`src/smd_pkg.sv`:
```
// Shared types and constants for the sign-magnitude 96-bit divider.
`timescale 1ns / 1ps
package smd_pkg;

  // Magnitude geometry of the operands and the quotient.
  localparam int SMD_MAG_W  = 96;
  localparam int SMD_LOW_W  = 64;
  localparam int SMD_HIGH_W = SMD_MAG_W - SMD_LOW_W;

  // Default number of magnitude bits held by one cell of the chain.
  localparam int SMD_CELL_W = 8;

  // Status codes of a result.
  localparam logic SMD_STATUS_OK       = 1'b0;
  localparam logic SMD_STATUS_DIV_ZERO = 1'b1;

  // Sequencer states.
  typedef enum logic {
    SMD_IDLE,
    SMD_RUN
  } smd_state_t;

  // Control broadcast from the sequencer to every cell.
  typedef struct packed {
    logic load;   // capture a new dividend and divisor, clear the remainder
    logic step;   // perform one shift-subtract iteration
    logic take;   // trial difference is non-negative: keep it, quotient bit is one
  } smd_cell_ctl_t;

endpackage

```
`src/smd_in_if.sv`:
```
// Operand channel: valid/ready handshake carrying one sign-magnitude division request.
`timescale 1ns / 1ps
interface smd_in_if;
  logic                        valid;
  logic                        ready;
  logic [smd_pkg::SMD_LOW_W-1:0]  dividend_low;
  logic [smd_pkg::SMD_HIGH_W-1:0] dividend_high;
  logic                        dividend_negative;
  logic [smd_pkg::SMD_LOW_W-1:0]  divisor_low;
  logic [smd_pkg::SMD_HIGH_W-1:0] divisor_high;
  logic                        divisor_negative;

  modport source (
    output valid, dividend_low, dividend_high, dividend_negative,
           divisor_low, divisor_high, divisor_negative,
    input  ready
  );

  modport sink (
    input  valid, dividend_low, dividend_high, dividend_negative,
           divisor_low, divisor_high, divisor_negative,
    output ready
  );
endinterface

```
`src/smd_out_if.sv`:
```
// Result channel: valid/ready handshake carrying one quotient and its status.
`timescale 1ns / 1ps
interface smd_out_if;
  logic                        valid;
  logic                        ready;
  logic [smd_pkg::SMD_LOW_W-1:0]  quotient_low;
  logic [smd_pkg::SMD_HIGH_W-1:0] quotient_high;
  logic                        quotient_negative;
  logic                        status;

  modport source (
    output valid, quotient_low, quotient_high, quotient_negative, status,
    input  ready
  );

  modport sink (
    input  valid, quotient_low, quotient_high, quotient_negative, status,
    output ready
  );
endinterface

```
`src/smd_cell.sv`:
```
// One bit slice of the divider: remainder, dividend/quotient and divisor bits with a borrow link.
`timescale 1ns / 1ps
module smd_cell #(
  parameter int W = smd_pkg::SMD_CELL_W
) (
  input  logic                   clk,
  input  smd_pkg::smd_cell_ctl_t ctl,
  input  logic [W-1:0]           ld_dividend,
  input  logic [W-1:0]           ld_divisor,
  input  logic                   rem_lsb_in,
  input  logic                   dq_lsb_in,
  input  logic                   borrow_in,
  output logic                   rem_msb,
  output logic                   dq_msb,
  output logic                   borrow_out,
  output logic [W-1:0]           dq_shifted
);

  logic [W-1:0] rem;
  logic [W-1:0] dq;
  logic [W-1:0] div;
  logic [W-1:0] rem_shifted;
  logic [W:0]   diff;

  // The remainder slice shifts left, taking the top bit of the slice below.
  assign rem_shifted = {rem[W-2:0], rem_lsb_in};
  assign diff        = {1'b0, rem_shifted} - {1'b0, div} - {{W{1'b0}}, borrow_in};
  assign borrow_out  = diff[W];
  assign rem_msb     = rem[W-1];

  // Dividend bits leave at the top while quotient bits enter at the bottom.
  assign dq_shifted  = {dq[W-2:0], dq_lsb_in};
  assign dq_msb      = dq[W-1];

  always_ff @(posedge clk) begin
    if (ctl.load) begin
      rem <= '0;
      dq  <= ld_dividend;
      div <= ld_divisor;
    end else if (ctl.step) begin
      rem <= ctl.take ? diff[W-1:0] : rem_shifted;
      dq  <= dq_shifted;
    end
  end

endmodule

```
`src/sign_magnitude_96bit_divider.sv`:
```
// Top level of the sign-magnitude 96-bit restoring divider built from a chain of bit-slice cells.
// The cell chain produces one quotient bit per cycle, except when the final iteration
// waits for the output register; new operands are taken only once a division is done.
// The 96-bit trial subtraction ripples its borrow through all cells in each cycle.
// A finished result waits in an output register while the next operands are taken.
// Reset (rst, synchronous, active high) empties the sequencer and the output register.
`timescale 1ns / 1ps
module sign_magnitude_96bit_divider #(
  parameter int CELL_W = smd_pkg::SMD_CELL_W
) (
  input logic     clk,
  input logic     rst,
  smd_in_if.sink  operands,
  smd_out_if.source results
);

  localparam int MAG_W     = smd_pkg::SMD_MAG_W;
  localparam int LOW_W     = smd_pkg::SMD_LOW_W;
  localparam int NUM_CELLS = MAG_W / CELL_W;
  localparam int CNT_W     = $clog2(MAG_W);
  localparam logic [CNT_W-1:0] LAST_STEP = CNT_W'(MAG_W - 1);

  // Sequencer state.
  smd_pkg::smd_state_t state;
  smd_pkg::smd_state_t state_next;
  logic [CNT_W-1:0]    count;
  logic                advance;
  logic                last;
  logic                accept;

  // Per-item flags captured at the operand transfer.
  logic sign;
  logic div_zero;

  // Output register.
  logic                      out_valid;
  logic [MAG_W-1:0]          out_quotient;
  logic                      out_sign;
  logic                      out_status;

  // Cell chain wiring.
  smd_pkg::smd_cell_ctl_t ctl;
  logic [MAG_W-1:0]       ld_dividend;
  logic [MAG_W-1:0]       ld_divisor;
  logic [MAG_W-1:0]       q_next;
  logic [NUM_CELLS-1:0]   rem_msb;
  logic [NUM_CELLS-1:0]   dq_msb;
  logic [NUM_CELLS-1:0]   borrow;

  assign ld_dividend = {operands.dividend_high, operands.dividend_low};
  assign ld_divisor  = {operands.divisor_high, operands.divisor_low};

  // New operands are taken only between divisions; a pending result does not block them.
  assign operands.ready = (state == smd_pkg::SMD_IDLE);
  assign accept         = operands.valid && operands.ready;
  assign last           = (count == LAST_STEP);

  always_comb begin
    state_next = state;
    advance    = 1'b0;
    case (state)
      smd_pkg::SMD_IDLE: begin
        if (accept) begin
          state_next = smd_pkg::SMD_RUN;
        end
      end
      smd_pkg::SMD_RUN: begin
        // The final iteration waits until the output register can take its result.
        advance = !(last && out_valid && !results.ready);
        if (advance && last) begin
          state_next = smd_pkg::SMD_IDLE;
        end
      end
      default: begin
        state_next = smd_pkg::SMD_IDLE;
      end
    endcase
  end

  // The shifted 97-bit remainder is at least the divisor when its top bit is set,
  // or when the 96-bit trial subtraction leaves no borrow out of the top cell.
  assign ctl.load = accept;
  assign ctl.step = advance;
  assign ctl.take = rem_msb[NUM_CELLS-1] || !borrow[NUM_CELLS-1];

  generate
    for (genvar k = 0; k < NUM_CELLS; k++) begin : g_cell
      logic rem_in;
      logic dq_in;
      logic b_in;

      if (k == 0) begin : g_first
        // The bottom cell takes the next dividend bit and the new quotient bit.
        assign rem_in = dq_msb[NUM_CELLS-1];
        assign dq_in  = ctl.take;
        assign b_in   = 1'b0;
      end else begin : g_rest
        assign rem_in = rem_msb[k-1];
        assign dq_in  = dq_msb[k-1];
        assign b_in   = borrow[k-1];
      end

      smd_cell #(
        .W (CELL_W)
      ) u_cell (
        .clk         (clk),
        .ctl         (ctl),
        .ld_dividend (ld_dividend[k*CELL_W +: CELL_W]),
        .ld_divisor  (ld_divisor[k*CELL_W +: CELL_W]),
        .rem_lsb_in  (rem_in),
        .dq_lsb_in   (dq_in),
        .borrow_in   (b_in),
        .rem_msb     (rem_msb[k]),
        .dq_msb      (dq_msb[k]),
        .borrow_out  (borrow[k]),
        .dq_shifted  (q_next[k*CELL_W +: CELL_W])
      );
    end
  endgenerate

  always_ff @(posedge clk) begin
    if (rst) begin
      state <= smd_pkg::SMD_IDLE;
      count <= '0;
    end else begin
      state <= state_next;
      if (accept) begin
        count <= '0;
      end else if (advance) begin
        count <= count + 1'b1;
      end
    end
  end

  always_ff @(posedge clk) begin
    if (accept) begin
      sign     <= operands.dividend_negative ^ operands.divisor_negative;
      div_zero <= (ld_divisor == '0);
    end
  end

  // The quotient is captured straight from the last shift, so the chain is free at once.
  always_ff @(posedge clk) begin
    if (rst) begin
      out_valid <= 1'b0;
    end else if (advance && last) begin
      out_valid <= 1'b1;
    end else if (results.ready) begin
      out_valid <= 1'b0;
    end
  end

  always_ff @(posedge clk) begin
    if (advance && last) begin
      // A zero divisor yields a zero magnitude but keeps the operand sign.
      out_quotient <= div_zero ? '0 : q_next;
      out_sign     <= sign;
      out_status   <= div_zero ? smd_pkg::SMD_STATUS_DIV_ZERO : smd_pkg::SMD_STATUS_OK;
    end
  end

  assign results.valid             = out_valid;
  assign results.quotient_low      = out_quotient[LOW_W-1:0];
  assign results.quotient_high     = out_quotient[MAG_W-1:LOW_W];
  assign results.quotient_negative = out_sign;
  assign results.status            = out_status;

endmodule

```
`src/flat_wrapper.sv`:
```
// flat-port wrapper written by rule: the top's interface ports become plain ports
module sign_magnitude_96bit_divider_flat 
#(
  parameter int CELL_W = smd_pkg::SMD_CELL_W
)
  (clk, rst, operands_valid, operands_dividend_low, operands_dividend_high, operands_dividend_negative, operands_divisor_low, operands_divisor_high, operands_divisor_negative, operands_ready, results_valid, results_quotient_low, results_quotient_high, results_quotient_negative, results_status, results_ready);
  smd_in_if operands_i ();
  smd_out_if results_i ();
  input logic clk;
  input logic rst;
  input wire logic [$bits(operands_i.valid)-1:0] operands_valid;
  input wire logic [$bits(operands_i.dividend_low)-1:0] operands_dividend_low;
  input wire logic [$bits(operands_i.dividend_high)-1:0] operands_dividend_high;
  input wire logic [$bits(operands_i.dividend_negative)-1:0] operands_dividend_negative;
  input wire logic [$bits(operands_i.divisor_low)-1:0] operands_divisor_low;
  input wire logic [$bits(operands_i.divisor_high)-1:0] operands_divisor_high;
  input wire logic [$bits(operands_i.divisor_negative)-1:0] operands_divisor_negative;
  output wire logic [$bits(operands_i.ready)-1:0] operands_ready;
  output wire logic [$bits(results_i.valid)-1:0] results_valid;
  output wire logic [$bits(results_i.quotient_low)-1:0] results_quotient_low;
  output wire logic [$bits(results_i.quotient_high)-1:0] results_quotient_high;
  output wire logic [$bits(results_i.quotient_negative)-1:0] results_quotient_negative;
  output wire logic [$bits(results_i.status)-1:0] results_status;
  input wire logic [$bits(results_i.ready)-1:0] results_ready;
  assign operands_i.valid = operands_valid;
  assign operands_i.dividend_low = operands_dividend_low;
  assign operands_i.dividend_high = operands_dividend_high;
  assign operands_i.dividend_negative = operands_dividend_negative;
  assign operands_i.divisor_low = operands_divisor_low;
  assign operands_i.divisor_high = operands_divisor_high;
  assign operands_i.divisor_negative = operands_divisor_negative;
  assign operands_ready = operands_i.ready;
  assign results_valid = results_i.valid;
  assign results_quotient_low = results_i.quotient_low;
  assign results_quotient_high = results_i.quotient_high;
  assign results_quotient_negative = results_i.quotient_negative;
  assign results_status = results_i.status;
  assign results_i.ready = results_ready;
  sign_magnitude_96bit_divider #(.CELL_W(CELL_W)) u_core (.clk(clk), .rst(rst), .operands(operands_i), .results(results_i));
endmodule
```
`config.mk`:
```
export PLATFORM = sky130hd
export DESIGN_NAME = sign_magnitude_96bit_divider_flat
export DESIGN_NICKNAME = d
export VERILOG_FILES = /design/src/smd_pkg.sv /design/src/smd_in_if.sv /design/src/smd_out_if.sv /design/src/smd_cell.sv /design/src/sign_magnitude_96bit_divider.sv /design/src/flat_wrapper.sv
export SDC_FILE = /design/constraint.sdc
export NUM_CORES = 1
export LEC_CHECK = 0
export BUFFER_PORTS_ARGS = -buffer_cell sky130_fd_sc_hd__buf_4
export CORE_MARGIN = 5
export CORE_UTILIZATION = 35
export CTS_CLUSTER_DIAMETER = 40
export CTS_CLUSTER_SIZE = 28
export DETAILED_ROUTE_END_ITERATION = 8
export GPL_TIMING_DRIVEN = 0
export SLEW_MARGIN = 10
export SYNTH_ARGS = -nofsm -noshare
export SYNTH_HDL_FRONTEND = slang
export SYNTH_SLANG_ARGS = --single-unit
```
`constraint.sdc`:
```
create_clock -name clk -period 22.1 [get_ports clk]
set_clock_uncertainty 0.15 [all_clocks]
set_input_delay 6.63 -clock clk [delete_from_list [all_inputs] [get_ports clk]]
set_output_delay 6.63 -clock clk [all_outputs]
set_load 0.02 [all_outputs]
```
==> impl_summary.txt <==
----------------------------------------------------
[Placement]
  HPWL after DPL ... 45790 µm
  I/O Buffers ... 297
  Routability Congestion ... 0.9179
  Placed cell area ... 24310 µm²
  Placed cell count ... 3105

[Worst setup path]
  Max Fanout on Critical Path ... 10
  Top delay family on crit path ... adder cells
  Arrival time reported for the critical path endpoint ... 21260 ps
  Endpoint class of the critical path ... flop
  Critical Path Start Type ... flop
  Number of buffers and inverters on the critical path ... 3
  Data required time at the worst endpoint ... 22390 ps
  Most frequent cell on the critical path ... a21oi_1
  Worst Path Class, Setup ... flop to flop
  Peak per-stage delay on the critical path ... 430 ps
  Slowest stage cell on the critical path ... fa_1

[Pwr]
  Leakage component of the power ... 0.01127 µW
  Power share of the clock group ... 31.4%
  Sequential Power Share ... 30.3%
  Worst vdd rail ir drop ... 0.07252 mV
  Combinational power share ... 38.3%
  Power, Total ... 3209 µW
  Switching power ... 1149 µW
  Pwr/cell area ... 120.6 nW/µm²
  Cell internal pwr ... 2060 µW
  Switching fraction of total power ... 35.79%

[Cells and area]
  Ant. Diodes ... 0
  Nets ... 2790
  Share of post-route cells with drive strength above 1 ... 18.77%
  Final instance count without filler cells ... 3234
  Layout-stage area growth over the synthesis result ... 27.12%
  Post-Layout Inst Area ... 26610 µm²

[Synth]
  Total of flip-flops plus latches after synthesis ... 397
  Post-Syn Area per Cell ... 10.32 µm²
  Cell area after synthesis ... 20930 µm²
  Cells after Synth ... 2028
  Main synth FF type ... edfxtp_1
  Number of enable flip-flop cells after synthesis ... 292
  Synth cell types ... 52
  Share of flip-flops with an asynchronous set or reset after synthesis ... 0%
  Number of warnings issued by yosys ... 0
  Portion of the post-synthesis area used by sequential elements ... 51.93%
  Syn_nets ... 2412

[CTS]
  Root Buffer ... clkbuf_16
  Clock slew at the register clock pins of the worst setup and hold paths ... 40 ps
  Clock sinks ... 397
  Longest Clk Path Bufs ... 3
  Number of CTS-inserted buffers ... 69
  Clock latency of the later-clocked register in the worst-skew pair ... 600 ps
  H-tree depth ... 3
  CTS tree ... built

[Routing]
  Total detailed-routing wirelength ... 60640 µm
  Post-detailed-route count of antenna-violating nets ... 0
  Remaining routing DRC violations ... 0
  Number of vias after detailed routing ... 16320
  Post-detailed-route wirelength per cell ... 18.75 µm
  Mean number of vias per cell ... 5.046
  Number of DRC markers in iteration 0 ... 969
  First-pass DRT Iterations ... 5

[Floorplanning]
  Die Span X ... 254.6 µm
  Row count ... 89
  Die outline area ... 64800 µm²
  Core outline area ... 59130 µm²
  Die Span Y ... 254.6 µm
  Ports ... 298
  Initial Utilization ... 35.40%

[Timing]
  Fmax achieved ... 47.68 MHz
  Crit share post-route ... 94.90%
  Setup repair after global routing missed its margin ... false
  Total setup violations reported at the end of the flow ... 0
  Measured slew at the worst slew-check pin ... 1064 ps
  Worst hold slack after final layout ... 269.5 ps
  Count of endpoints failing hold in the final timing report ... 0
  Rel. slew slack ... 29.06%
  Min cycle time layout ... 20970 ps
  Accumulated negative setup slack ... 0 ps
  Number of max-slew violations in the final report ... 0

[Hold path]
  Worst Hold Class ... flop to flop

[GRT]
  Global-route usage over all layers ... 18.05%
  Global route overflow ... 0
  Global-route wire length before repair ... 91160 µm
  Via count of the first global-routing pass ... 16280
  Initial antenna violation count ... 0
  Largest net degree at the start of global routing ... 56

[Run]
  Max-cap check violation count ... 0

[Status]
  Outcome ... finished, final reports clean

----------------------------------------------------
==> worst paths after layout <==
| kind | start | to | slack, ps | cells past startpoint |
|---|---|---|---|---|
| worst max-delay path | u_core.g_cell[11].u_cell.dq[7] | u_core.g_cell[1].u_cell.rem[1] | 1130 | 101 |
| worst min-delay path | u_core.sign | u_core.results.quotient_negative | 270 | 0 |
| worst max register to register | u_core.g_cell[11].u_cell.dq[7] | u_core.g_cell[1].u_cell.rem[1] | 1130 | 101 |
| worst min register to register | u_core.sign | u_core.results.quotient_negative | 270 | 0 |
==> logic make-up after synthesis <==
family          after synthesis  synth area share [%]
simple gates                795                 17.96
flops                       397                 51.93
buf+inv                     344                 6.384
compound gates              208                 7.526
fa+ha+maj                   186                 11.94
xor+xnor                     86                 3.599
mux                          12                0.6575
==> synth_stat cells (5+ instances only) <==
cell type | n | area (µm²)
and3_1 | 11 | 68.82
nor2b_1 | 117 | 732.0
dfxtp_1 | 105 | 2102
o21ai_0 | 16 | 80.08
clkbuf_1 | 71 | 266.5
a21oi_1 | 51 | 255.2
nand3_1 | 194 | 970.9
inv_1 | 250 | 938.4
fa_1 | 23 | 460.4
xnor2_1 | 43 | 376.6
buf_1 | 6 | 22.52
nor3_1 | 22 | 110.1
xor2_1 | 43 | 376.6
o311ai_0 | 64 | 560.5
a22o_1 | 10 | 87.58
nand2_1 | 325 | 1220
nor2_1 | 57 | 214.0
o31ai_1 | 11 | 82.58
o311ai_1 | 13 | 113.9
nor4_1 | 24 | 150.1
mux2i_1 | 10 | 100.1
o2bb2ai_1 | 9 | 78.83
edfxtp_1 | 292 | 8768
buf_4 | 5 | 37.54
buf_2 | 9 | 45.04
o311ai_2 | 5 | 81.33
nand2b_1 | 5 | 31.28
nand4_1 | 29 | 181.4
o21bai_1 | 9 | 67.56
ha_1 | 163 | 2039
==> cell type report <==
type	instances	area, µm²
Clock inverter	42	361.6
Fill cell	5509	32520
Tap cell	773	967.2
Multi-Input combinational cell	1287	8767
Inverter	251	942.2
Timing Repair Buffer	307	2427
Sequential cell	397	10870
Clock buffer	84	1836
Buffer	93	436.7
==> repair_timing <==
item,in CTS,in global routing
endpoints found under the setup margin,0,98
hold endpoints to repair,0,0
resized for setup,0,45
hold buffers,0,0
buffers inserted,0,3
==> sequential cells by signal (all words and copies together), names as in the netlist <==
name,cells
u_core.g_cell.u_cell.div,96
u_core.count,7
u_core.sign,1
u_core.g_cell.u_cell.rem,96
u_core.g_cell.u_cell.dq,96
u_core.state,1
u_core.out_quotient,96
u_core.div_zero,1
u_core.results.status,1
u_core.results.quotient_negative,1
u_core.results.valid,1
==> power groups by stage <==
stage / combinational, µW / clock [µW] / sequential [µW]
floorplan: 885 / 0 / 968
global placement: 1150 / 0 / 985
detailed placement: 1190 / 0 / 983
CTS: 1200 / 1030 / 970
global route: 1380 / 1070 / 981
finish: 1230 / 1010 / 972
==> cell usage in the layout (no fill, tap or decap), types with 49 or more instances in the layout <==
cell	n
nand2_1	325
a21oi_1	49
buf_4	305
inv_1	250
clkbuf_16	71
edfxtp_1	292
nor2b_1	117
clkbuf_1	75
o311ai_0	56
nor2_1	56
ha_1	163
dfxtp_1	105
nand3_1	194
==> per-stage QoR <==
stage | setup slack (ps) | util (%)
after floorplan | 2624 | -
after global placement | 474.3 | 40.80
after detailed placement | 67.00 | 41.11
after CTS | 6.233 | 44.82
after global routing | 6.954 | 45.00
final | 1128 | 45.00
==> routing by layer <==
metal | wire (µm) | GRT usage, %
met2 | 29900 | 31.80
met5 | 0 | 0
met1 | 24850 | 22.37
met4 | 1672 | 5.448
met3 | 4211 | 3.804
No activity file was read; power rests on OpenSTA's default activity.
